===== config.mk =====
export PLATFORM = sky130hd
export DESIGN_NAME = base64url_padded_decoder_flat
export DESIGN_NICKNAME = d
export VERILOG_FILES = /design/src/hdl/b64d_pkg.sv /design/src/hdl/b64d_if.sv /design/src/hdl/b64d_core.sv /design/src/hdl/b64d_outbuf.sv /design/src/hdl/base64url_padded_decoder.sv /design/src/flat_wrapper.sv
export SDC_FILE = /design/constraint.sdc
export NUM_CORES = 1
export LEC_CHECK = 0
export ABC_CLOCK_PERIOD_IN_PS = 12200
export BUFFER_PORTS_ARGS = -buffer_cell sky130_fd_sc_hd__buf_4
export CAP_MARGIN = 20
export CORE_MARGIN = 1.5
export CORE_UTILIZATION = 65
export DETAILED_ROUTE_END_ITERATION = 6
export PLACE_DENSITY = 0.87
export SLEW_MARGIN = 20
export SYNTH_ARGS = -nofsm -noshare
export SYNTH_HDL_FRONTEND = slang
export SYNTH_SLANG_ARGS = --single-unit

===== constraint.sdc =====
create_clock -name clk -period 12.2 [get_ports clk]
set_input_delay 3.66 -clock clk [delete_from_list [all_inputs] [get_ports clk]]
set_output_delay 3.66 -clock clk [all_outputs]
set_load 0.01 [all_outputs]

===== src/hdl/b64d_pkg.sv =====
// Shared types and constants of the base64url decoder.
package b64d_pkg;

    localparam int CAP_W = 24;

    // Result status codes
    localparam logic [1:0] ST_OK        = 2'd0;
    localparam logic [1:0] ST_BAD_LEN   = 2'd1;
    localparam logic [1:0] ST_TOO_SMALL = 2'd2;
    localparam logic [1:0] ST_BAD_CHAR  = 2'd3;

    // Configuration register index, taken from paddr[2]
    localparam logic REG_OUT_CAPACITY = 1'b0;

    typedef struct packed {
        logic [7:0] out_byte;
        logic       byte_valid;
        logic       is_final;
        logic [1:0] status;
    } res_t;

    // Up to three output words caused by one character; entry 0 leaves first.
    typedef struct packed {
        logic [1:0]     cnt;
        res_t [2:0]     r;
    } bundle_t;

endpackage


===== src/hdl/b64d_if.sv =====
// Valid/ready channel interfaces for encoded characters and decoded words.
interface b64d_in_if;
    logic       valid;
    logic       ready;
    logic [7:0] in_char;
    logic       is_last;

    modport source (output valid, output in_char, output is_last, input ready);
    modport sink (input valid, input in_char, input is_last, output ready);
endinterface

interface b64d_out_if;
    logic       valid;
    logic       ready;
    logic [7:0] out_byte;
    logic       byte_valid;
    logic       is_final;
    logic [1:0] status;

    modport source (output valid, output out_byte, output byte_valid, output is_final,
                    output status, input ready);
    modport sink (input valid, input out_byte, input byte_valid, input is_final,
                  input status, output ready);
endinterface


===== src/hdl/b64d_core.sv =====
// Input register, group state and single-pass decode of one character.
module b64d_core #(
    parameter int COUNT_WIDTH = 24
) (
    input  logic                         clk,
    input  logic                         rst_n,
    b64d_in_if.sink                      in_ch,
    input  logic [b64d_pkg::CAP_W-1:0]   cap,
    input  logic                         take_ok,
    output logic                         push,
    output b64d_pkg::bundle_t            bundle
);

    localparam int CMP_W = (COUNT_WIDTH + 2 > b64d_pkg::CAP_W) ?
                           COUNT_WIDTH + 2 : b64d_pkg::CAP_W;

    typedef enum logic [1:0] {KIND_DATA, KIND_PAD, KIND_BAD} kind_t;

    logic                   ivld_reg;
    logic [7:0]             ichar_reg;
    logic                   ilast_reg;

    logic [1:0]             pos_reg, pos_next;
    logic [17:0]            sext_reg, sext_next;
    logic [2:0]             pad_reg, pad_next;
    logic [2:0]             bad_reg, bad_next;
    logic [COUNT_WIDTH-1:0] gcnt_reg, gcnt_next;
    logic                   seen_reg, seen_next;

    kind_t                  kind;
    logic [5:0]             v3;
    logic [23:0]            triple;
    logic [COUNT_WIDTH:0]   inc;
    logic [CMP_W-1:0]       need3;
    logic [CMP_W-1:0]       cap_x;
    logic                   advance;

    always_comb
    begin
        kind = KIND_BAD;
        v3   = 6'd0;
        if (ichar_reg >= 8'h41 && ichar_reg <= 8'h5A)
        begin
            kind = KIND_DATA;
            v3   = 6'(ichar_reg - 8'h41);
        end
        else if (ichar_reg >= 8'h61 && ichar_reg <= 8'h7A)
        begin
            kind = KIND_DATA;
            v3   = 6'(ichar_reg - 8'h61 + 8'd26);
        end
        else if (ichar_reg >= 8'h30 && ichar_reg <= 8'h39)
        begin
            kind = KIND_DATA;
            v3   = 6'(ichar_reg - 8'h30 + 8'd52);
        end
        else if (ichar_reg == 8'h2D)
        begin
            kind = KIND_DATA;
            v3   = 6'd62;
        end
        else if (ichar_reg == 8'h5F)
        begin
            kind = KIND_DATA;
            v3   = 6'd63;
        end
        else if (ichar_reg == 8'h3D)
        begin
            kind = KIND_PAD;
        end
    end

    assign triple = {sext_reg, v3};
    assign inc    = {1'b0, gcnt_reg} + {{COUNT_WIDTH{1'b0}}, 1'b1};
    assign need3  = CMP_W'(inc) + CMP_W'({inc, 1'b0});
    assign cap_x  = CMP_W'(cap);

    always_comb
    begin
        logic       p1;
        logic       p2;
        logic       p3;
        logic [1:0] padc;
        logic [2:0] notdata;
        logic [1:0] st;
        logic [1:0] nb;
        logic [5:0] v1;
        logic [5:0] v2;

        p1      = pad_reg[1];
        p2      = pad_reg[2];
        p3      = (kind == KIND_PAD);
        padc    = 2'(p2) + 2'(p3);
        notdata = pad_reg | bad_reg;
        v1      = sext_reg[11:6];
        v2      = sext_reg[5:0];
        st      = b64d_pkg::ST_OK;
        nb      = 2'd0;

        pos_next  = pos_reg;
        sext_next = sext_reg;
        pad_next  = pad_reg;
        bad_next  = bad_reg;
        gcnt_next = gcnt_reg;
        seen_next = seen_reg;

        bundle = '0;

        if (!ilast_reg)
        begin
            if (pos_reg != 2'd3)
            begin
                unique case (pos_reg)
                    2'd0:    sext_next[17:12] = v3;
                    2'd1:    sext_next[11:6]  = v3;
                    default: sext_next[5:0]   = v3;
                endcase
                if (kind == KIND_PAD)
                begin
                    pad_next[pos_reg] = 1'b1;
                end
                if (kind == KIND_BAD)
                begin
                    bad_next[pos_reg] = 1'b1;
                end
                pos_next = pos_reg + 2'd1;
            end
            else
            begin
                seen_next = seen_reg || (notdata != 3'd0) || (kind != KIND_DATA);
                if (!seen_next && need3 <= cap_x)
                begin
                    bundle.cnt  = 2'd3;
                    bundle.r[0] = '{triple[23:16], 1'b1, 1'b0, b64d_pkg::ST_OK};
                    bundle.r[1] = '{triple[15:8], 1'b1, 1'b0, b64d_pkg::ST_OK};
                    bundle.r[2] = '{triple[7:0], 1'b1, 1'b0, b64d_pkg::ST_OK};
                end
                if (gcnt_reg != {COUNT_WIDTH{1'b1}})
                begin
                    gcnt_next = inc[COUNT_WIDTH-1:0];
                end
                pos_next  = 2'd0;
                sext_next = '0;
                pad_next  = '0;
                bad_next  = '0;
            end
        end
        else
        begin
            priority if (pos_reg != 2'd3)
            begin
                st = b64d_pkg::ST_BAD_LEN;
            end
            else if (!p3 && p2)
            begin
                st = b64d_pkg::ST_BAD_LEN;
            end
            else if (padc == 2'd2 && p1)
            begin
                st = b64d_pkg::ST_BAD_LEN;
            end
            else if (need3 - CMP_W'(padc) > cap_x)
            begin
                st = b64d_pkg::ST_TOO_SMALL;
            end
            else if (seen_reg || notdata[1:0] != 2'd0)
            begin
                st = b64d_pkg::ST_BAD_CHAR;
            end
            else if (padc == 2'd2)
            begin
                if (v1[3:0] != 4'd0)
                begin
                    st = b64d_pkg::ST_BAD_LEN;
                end
                else
                begin
                    nb = 2'd1;
                end
            end
            else if (padc == 2'd1)
            begin
                if (notdata[2])
                begin
                    st = b64d_pkg::ST_BAD_CHAR;
                end
                else if (v2[1:0] != 2'd0)
                begin
                    st = b64d_pkg::ST_BAD_LEN;
                end
                else
                begin
                    nb = 2'd2;
                end
            end
            else
            begin
                if (notdata[2] || kind != KIND_DATA)
                begin
                    st = b64d_pkg::ST_BAD_CHAR;
                end
                else
                begin
                    nb = 2'd3;
                end
            end

            if (st != b64d_pkg::ST_OK || nb == 2'd0)
            begin
                bundle.cnt  = 2'd1;
                bundle.r[0] = '{8'd0, 1'b0, 1'b1, st};
            end
            else
            begin
                bundle.cnt  = nb;
                bundle.r[0] = '{triple[23:16], 1'b1, (nb == 2'd1), b64d_pkg::ST_OK};
                bundle.r[1] = '{triple[15:8], 1'b1, (nb == 2'd2), b64d_pkg::ST_OK};
                bundle.r[2] = '{triple[7:0], 1'b1, (nb == 2'd3), b64d_pkg::ST_OK};
            end

            pos_next  = 2'd0;
            sext_next = '0;
            pad_next  = '0;
            bad_next  = '0;
            gcnt_next = '0;
            seen_next = 1'b0;
        end
    end

    // A character that yields no word moves on even while the buffer is full.
    assign advance      = ivld_reg && (bundle.cnt == 2'd0 || take_ok);
    assign push         = advance && (bundle.cnt != 2'd0);
    assign in_ch.ready  = !ivld_reg || advance;

    always_ff @(posedge clk or negedge rst_n)
    begin
        if (!rst_n)
        begin
            ivld_reg <= 1'b0;
            pos_reg  <= '0;
            sext_reg <= '0;
            pad_reg  <= '0;
            bad_reg  <= '0;
            gcnt_reg <= '0;
            seen_reg <= 1'b0;
        end
        else
        begin
            if (in_ch.ready)
            begin
                ivld_reg <= in_ch.valid;
            end
            if (advance)
            begin
                pos_reg  <= pos_next;
                sext_reg <= sext_next;
                pad_reg  <= pad_next;
                bad_reg  <= bad_next;
                gcnt_reg <= gcnt_next;
                seen_reg <= seen_next;
            end
        end
    end

    always_ff @(posedge clk)
    begin
        if (in_ch.valid && in_ch.ready)
        begin
            ichar_reg <= in_ch.in_char;
            ilast_reg <= in_ch.is_last;
        end
    end

endmodule


===== src/hdl/b64d_outbuf.sv =====
// Result register of up to three words, sent one per cycle on ready.
module b64d_outbuf (
    input  logic              clk,
    input  logic              rst_n,
    input  logic              push,
    input  b64d_pkg::bundle_t bundle,
    output logic              take_ok,
    b64d_out_if.source        out_ch
);

    logic [1:0]           cnt_reg;
    b64d_pkg::res_t [2:0] res_reg;
    logic                 pop;

    assign pop     = (cnt_reg != 2'd0) && out_ch.ready;
    assign take_ok = (cnt_reg == 2'd0) || (cnt_reg == 2'd1 && pop);

    assign out_ch.valid      = (cnt_reg != 2'd0);
    assign out_ch.out_byte   = res_reg[0].out_byte;
    assign out_ch.byte_valid = res_reg[0].byte_valid;
    assign out_ch.is_final   = res_reg[0].is_final;
    assign out_ch.status     = res_reg[0].status;

    always_ff @(posedge clk or negedge rst_n)
    begin
        if (!rst_n)
        begin
            cnt_reg <= 2'd0;
        end
        else if (push)
        begin
            cnt_reg <= bundle.cnt;
        end
        else if (pop)
        begin
            cnt_reg <= cnt_reg - 2'd1;
        end
    end

    always_ff @(posedge clk)
    begin
        if (push)
        begin
            res_reg <= bundle.r;
        end
        else if (pop)
        begin
            res_reg[0] <= res_reg[1];
            res_reg[1] <= res_reg[2];
        end
    end

endmodule


===== src/hdl/base64url_padded_decoder.sv =====
// A character is held in the input register; its words leave from the result register.
// Throughput: one character per cycle unless its words wait for buffer room; one word per
// cycle while the output is ready. Four characters give at most three words, so a steady
// stream never stalls; a finished final group of three words followed at once by another
// worded character stalls input. Reset: asynchronous, active low; clears group state,
// buffers and sets out_capacity to its maximum. No memory needs clearing, so words are taken straight after reset.
module base64url_padded_decoder #(
    parameter int COUNT_WIDTH = 24
) (
    input  logic        clk,
    input  logic        rst_n,
    b64d_in_if.sink     in_ch,
    b64d_out_if.source  out_ch,
    input  logic        psel,
    input  logic        penable,
    input  logic        pwrite,
    input  logic [2:0]  paddr,
    input  logic [31:0] pwdata,
    output logic [31:0] prdata,
    output logic        pready
);

    logic [b64d_pkg::CAP_W-1:0] cap_reg;
    logic                       take_ok;
    logic                       push;
    b64d_pkg::bundle_t          bundle;
    logic                       cap_sel;

    assign pready  = 1'b1;
    assign cap_sel = (paddr[2] == b64d_pkg::REG_OUT_CAPACITY);
    assign prdata  = cap_sel ? {{(32 - b64d_pkg::CAP_W){1'b0}}, cap_reg} : 32'd0;

    always_ff @(posedge clk or negedge rst_n)
    begin
        if (!rst_n)
        begin
            cap_reg <= {b64d_pkg::CAP_W{1'b1}};
        end
        else if (psel && penable && pwrite && pready && cap_sel)
        begin
            cap_reg <= pwdata[b64d_pkg::CAP_W-1:0];
        end
    end

    b64d_core #(
        .COUNT_WIDTH (COUNT_WIDTH)
    ) u_core (
        .clk     (clk),
        .rst_n   (rst_n),
        .in_ch   (in_ch),
        .cap     (cap_reg),
        .take_ok (take_ok),
        .push    (push),
        .bundle  (bundle)
    );

    b64d_outbuf u_outbuf (
        .clk     (clk),
        .rst_n   (rst_n),
        .push    (push),
        .bundle  (bundle),
        .take_ok (take_ok),
        .out_ch  (out_ch)
    );

    // Any fault status comes on a final word that carries no byte.
    a_err_no_byte: assert property (@(posedge clk) disable iff (!rst_n)
        out_ch.valid && out_ch.status != b64d_pkg::ST_OK |-> out_ch.is_final && !out_ch.byte_valid)
        else $error("fault status on a non-final or data word");

    // A word without data is always the final word of a string.
    a_nodata_final: assert property (@(posedge clk) disable iff (!rst_n)
        out_ch.valid && !out_ch.byte_valid |-> out_ch.is_final)
        else $error("empty word that is not final");

    // A new group of words only loads once the buffer is free.
    a_push_room: assert property (@(posedge clk) disable iff (!rst_n)
        push |-> take_ok && bundle.cnt != 2'd0)
        else $error("words loaded into an occupied buffer");

    // A word that is not taken stays on the output unchanged.
    a_out_hold: assert property (@(posedge clk) disable iff (!rst_n)
        out_ch.valid && !out_ch.ready |=> out_ch.valid &&
            $stable({out_ch.out_byte, out_ch.byte_valid, out_ch.is_final, out_ch.status}))
        else $error("waiting word changed or dropped");

endmodule


===== src/flat_wrapper.sv =====
// flat-port wrapper written by rule: the top's interface ports become plain ports
module base64url_padded_decoder_flat 
#(
    parameter int COUNT_WIDTH = 24
)
  (clk, rst_n, psel, penable, pwrite, paddr, pwdata, prdata, pready, in_ch_valid, in_ch_in_char, in_ch_is_last, in_ch_ready, out_ch_valid, out_ch_out_byte, out_ch_byte_valid, out_ch_is_final, out_ch_status, out_ch_ready);
  b64d_in_if in_ch_i ();
  b64d_out_if out_ch_i ();
  input  logic clk;
  input  logic rst_n;
  input  logic psel;
  input  logic penable;
  input  logic pwrite;
  input  logic [2:0] paddr;
  input  logic [31:0] pwdata;
  output logic [31:0] prdata;
  output logic pready;
  input wire logic [$bits(in_ch_i.valid)-1:0] in_ch_valid;
  input wire logic [$bits(in_ch_i.in_char)-1:0] in_ch_in_char;
  input wire logic [$bits(in_ch_i.is_last)-1:0] in_ch_is_last;
  output wire logic [$bits(in_ch_i.ready)-1:0] in_ch_ready;
  output wire logic [$bits(out_ch_i.valid)-1:0] out_ch_valid;
  output wire logic [$bits(out_ch_i.out_byte)-1:0] out_ch_out_byte;
  output wire logic [$bits(out_ch_i.byte_valid)-1:0] out_ch_byte_valid;
  output wire logic [$bits(out_ch_i.is_final)-1:0] out_ch_is_final;
  output wire logic [$bits(out_ch_i.status)-1:0] out_ch_status;
  input wire logic [$bits(out_ch_i.ready)-1:0] out_ch_ready;
  assign in_ch_i.valid = in_ch_valid;
  assign in_ch_i.in_char = in_ch_in_char;
  assign in_ch_i.is_last = in_ch_is_last;
  assign in_ch_ready = in_ch_i.ready;
  assign out_ch_valid = out_ch_i.valid;
  assign out_ch_out_byte = out_ch_i.out_byte;
  assign out_ch_byte_valid = out_ch_i.byte_valid;
  assign out_ch_is_final = out_ch_i.is_final;
  assign out_ch_status = out_ch_i.status;
  assign out_ch_i.ready = out_ch_ready;
  base64url_padded_decoder #(.COUNT_WIDTH(COUNT_WIDTH)) u_core (.clk(clk), .rst_n(rst_n), .in_ch(in_ch_i), .out_ch(out_ch_i), .psel(psel), .penable(penable), .pwrite(pwrite), .paddr(paddr), .pwdata(pwdata), .prdata(prdata), .pready(pready));
endmodule

==> run_results.csv <==
group,metric,value,unit
outcome,status,"finished clean",
synth,synthMostInstantiatedCell,"nand2_1",
synth,synth.distinct_cells,94,
power,finalPower,0.00182,W
route,finalWirelength,24.5,mm
synth,synthCells,1119,
synth,synthMuxAreaShare,3.15,%
route,drcViolationCount,0,
floorplanning,pin_count,98,
sta,tns,0,ns
sta,final-hold-violation-count,0,
cts,ctsResizeCount,0,
floorplanning,initial_core_util,67.5,%
global_route,grt_pass1_wl,40.8,mm
synth,synthTopCellsByArea,"dfrtp_1 (14%), edfxtp_1 (12%), ha_1 (11%)",
power,p_leak,5.04,nW
synth,synth_common_cells,"nand2_1 (112), ha_1 (89), nor2_1 (78)",
global_route,grt_overflow,0,
sta,rsz0062_at_grt,"false",
cts,cts_setup_buffers,0,
synth,yosys_warnings,0,
critical_path,crit_type,"flip-flop to primary output",
sta,skew,0.0135,ns
synth,synthSimpleGateAreaFrac,18.7,%
synth,synth_adder_area_share,11.4,%
min_path,min-delay-start,"u_core.u_core.seen_reg",
floorplanning,num_rows,44,
cts,postCtsHoldBufs,0,
power,power_frac_comb,39.0,%
critical_path,endpoint_kind,"primary output",
finish,areaGrowthSynthToFinish,11.4,%
cts,cts_tree,"yes",
sta,slew_headroom,36.0,%
critical_path,critPathArrivalTime,7.22,ns
critical_path,worst-path-max-fanout,12,
critical_path,reg2reg_from,"u_core.u_core.ichar_reg[2]",
synth,syn_avg_cell_area,8.86,sq um
synth,yosysTopAreaCellShare,13.6,%
sta,slew_viol_final,0,
min_path,min_path_cells,2,
placement,gp_congestion,0.906,
route,viasPerCell,6.43,
placement,io_buffers,78,
finish,fillers,1027,
critical_path,reg2reg_depth,31,
cts,h-tree-depth,4,
cts,clk_pin_slew,0.06,ns
critical_path,reg2reg_setup_slack,4.17,ns
synth,async_flop_share,65.5,%
route,postRouteAntennaNets,0,
sta,worst_pin_slew,0.953,ns
floorplanning,die-area,16000,sq um
synth,synth_area,9920,sq um
min_path,hold_class,"flip-flop to flip-flop",
synth,synth_top_flop_cell,"dfrtp_1",
cts,cts_buffers,17,
critical_path,cp_data_required_time,8.54,ns
finish,n_antenna_cell,0,
synth,seq_area_frac_synth,32.4,%
sta,fmax,91.9,MHz
power,powerDensity,165,nW/um^2
global_route,antenna_found_initial,0,
route,vias,8779,
floorplanning,die_w,127,um
route,drt_iter0_drc,874,
floorplanning,die_y,127,um
flow_run,drv_cap,0,
critical_path,start_kind,"flip-flop",
synth,synth_edf_count,41,
power,seqPwrFrac,33.1,%
synth,synth_top_family_by_area,"compound AO/OA/AOI/OAI gates",
critical_path,rr_endpoint,"u_core.u_outbuf.res_reg[23]",
sta,fin_crit_sh,89.1,%
synth,synthXorXnorAreaFrac,5.37,%
cts,clkSinkCount,119,
sta,finalCriticalPeriod,10.88,ns
synth,synth-seq-cells,119,
finish,drive_above_1_share,17.0,%
global_route,grt_usage,31.4,%
cts,clockRootBuffer,"clkbuf_16",
global_route,grt_max_degree,49,
floorplanning,core,14700,sq um
power,max-vdd-ir-drop,0.0991,mV
power,pwr-share-clk,27.8,%
cts,clk_latency,0.42,ns
cts,clockBufferDepth,2,
power,switching_share,38.5,%
finish,nets,1309,
route,wl_per_cell,17.9,um
synth,synth_largest_area_cell,"dfrtp_1",
global_route,grt_pass1_vias,8275,
placement,dp_hpwl,17.4,mm
sta,finalSetupViolCount,0,
power,p_sw,0.000702,W
synth,synth_compound_area_share,22.6,%
power,p_int,0.00112,W
route,dr.pass1.iters,5,
min_path,hold_end,"u_core.u_core.seen_reg",
[final cells by class]
| type | count | area [sq um] | share of cell area [%] |
|---|---|---|---|
| Multi-Input combinational cell | 871 | 6110 | 55.3 |
| Clock buffer | 17 | 425 | 3.85 |
| Timing Repair Buffer | 82 | 616 | 5.57 |
| Sequential cell | 119 | 3210 | 29.1 |
| Clock inverter | 15 | 169 | 1.53 |
| Tap cell | 184 | 230 | 2.08 |
| Inverter | 77 | 289 | 2.62 |
[routing by layer]
layer / global-route usage (%) / share of wire (%) / up-vias
met4: 10.0 / 2.3 / 0
li1: - / - / 4172
met3: 6.20 / 8.4 / 53
met5: 0 / 0 / -
met1: 44.1 / 45 / 4096
met2: 49.1 / 45 / 458
[through the flow]
stage	setup slack [ns]	cells	hold WS, ns	instance area, sq um	util (%)
global placement	2.15	1333	0.479	10500	71.1
global route	0.847	1365	0.539	11000	75.2
CTS	1.48	1365	0.500	11000	75.2
floorplan	3.32	1126	0.457	9940	-
detailed placement	2.00	1333	0.487	10500	71.1
finish	1.32	1365	0.499	11000	75.2
[worst max-delay path, stage by stage (launching register included)]
cell and delay, ns:
dfrtp_1 0.71, ha_1 0.45, nand3_1 0.39, xnor2_1 0.34, ha_1 0.35, and3_1 0.25, and2_1 0.20, a21oi_1 0.34
a21o_1 0.25, a221oi_2 0.12, or4_2 0.69, a22oi_2 0.30, ha_1 0.32, a211oi_1 0.20, o21ai_0 0.16, a211oi_1 0.25
o21ai_0 0.16, o221ai_1 0.35, and2_1 0.21, a31o_2 0.27, nand3_1 0.23, buf_4 0.23
[power groups by stage]
stage                     logic, W  registers (W)  clock network, W
final                     0.000710       0.000603          0.000507
after global routing      0.000794       0.000613          0.000531
after CTS                 0.000699       0.000600          0.000510
after detailed placement  0.000682       0.000604                 0
after global placement    0.000658       0.000597                 0
after floorplan           0.000533       0.000572                 0
[placed cells by master (no fill, tap or decap), types with 7 or more instances in the layout]
master	count
xor2_1	30
nand3_1	43
and3_1	13
o21ai_2	8
a21o_1	17
a22oi_1	17
inv_1	76
conb_1	9
a22o_1	13
o21ai_0	77
nand4_1	20
a211oi_1	13
ha_1	89
xnor2_1	29
nand2b_1	8
o21a_1	13
o211ai_1	9
mux2_2	24
nor4_1	9
dfstp_2	24
buf_4	82
a21oi_1	53
nor3_1	18
or3_1	7
nor2_1	78
nand2_1	112
a31oi_1	9
nor2b_1	14
clkbuf_16	17
and2_1	13
dfrtp_1	54
edfxtp_1	41
o2bb2ai_1	13
[worst max-delay path by stage]
stage	startpoint	end	slack [ns]	cells after the start
2_1_floorplan	u_core.u_core.gcnt_reg[1]	in_ch_ready	3.32	21
4_1_cts	u_core.u_core.gcnt_reg[0]	in_ch_ready	1.48	21
3_3_place_gp	u_core.u_core.gcnt_reg[0]	in_ch_ready	2.15	21
3_5_place_dp	u_core.u_core.gcnt_reg[0]	in_ch_ready	2.00	21
5_1_grt	u_core.u_core.gcnt_reg[0]	in_ch_ready	0.85	21
6_report	u_core.u_core.gcnt_reg[0]	in_ch_ready	1.32	21
[cell families after synthesis]
group / Yosys count
DFF: 119
other: 2
AOI/OAI and AO/OA: 316
adders and majority gates: 90
and+or+nand+nor: 369
buffers and inverters: 136
muxes: 27
xor gates and xnor gates: 60
(Power assumes the default switching activity.)
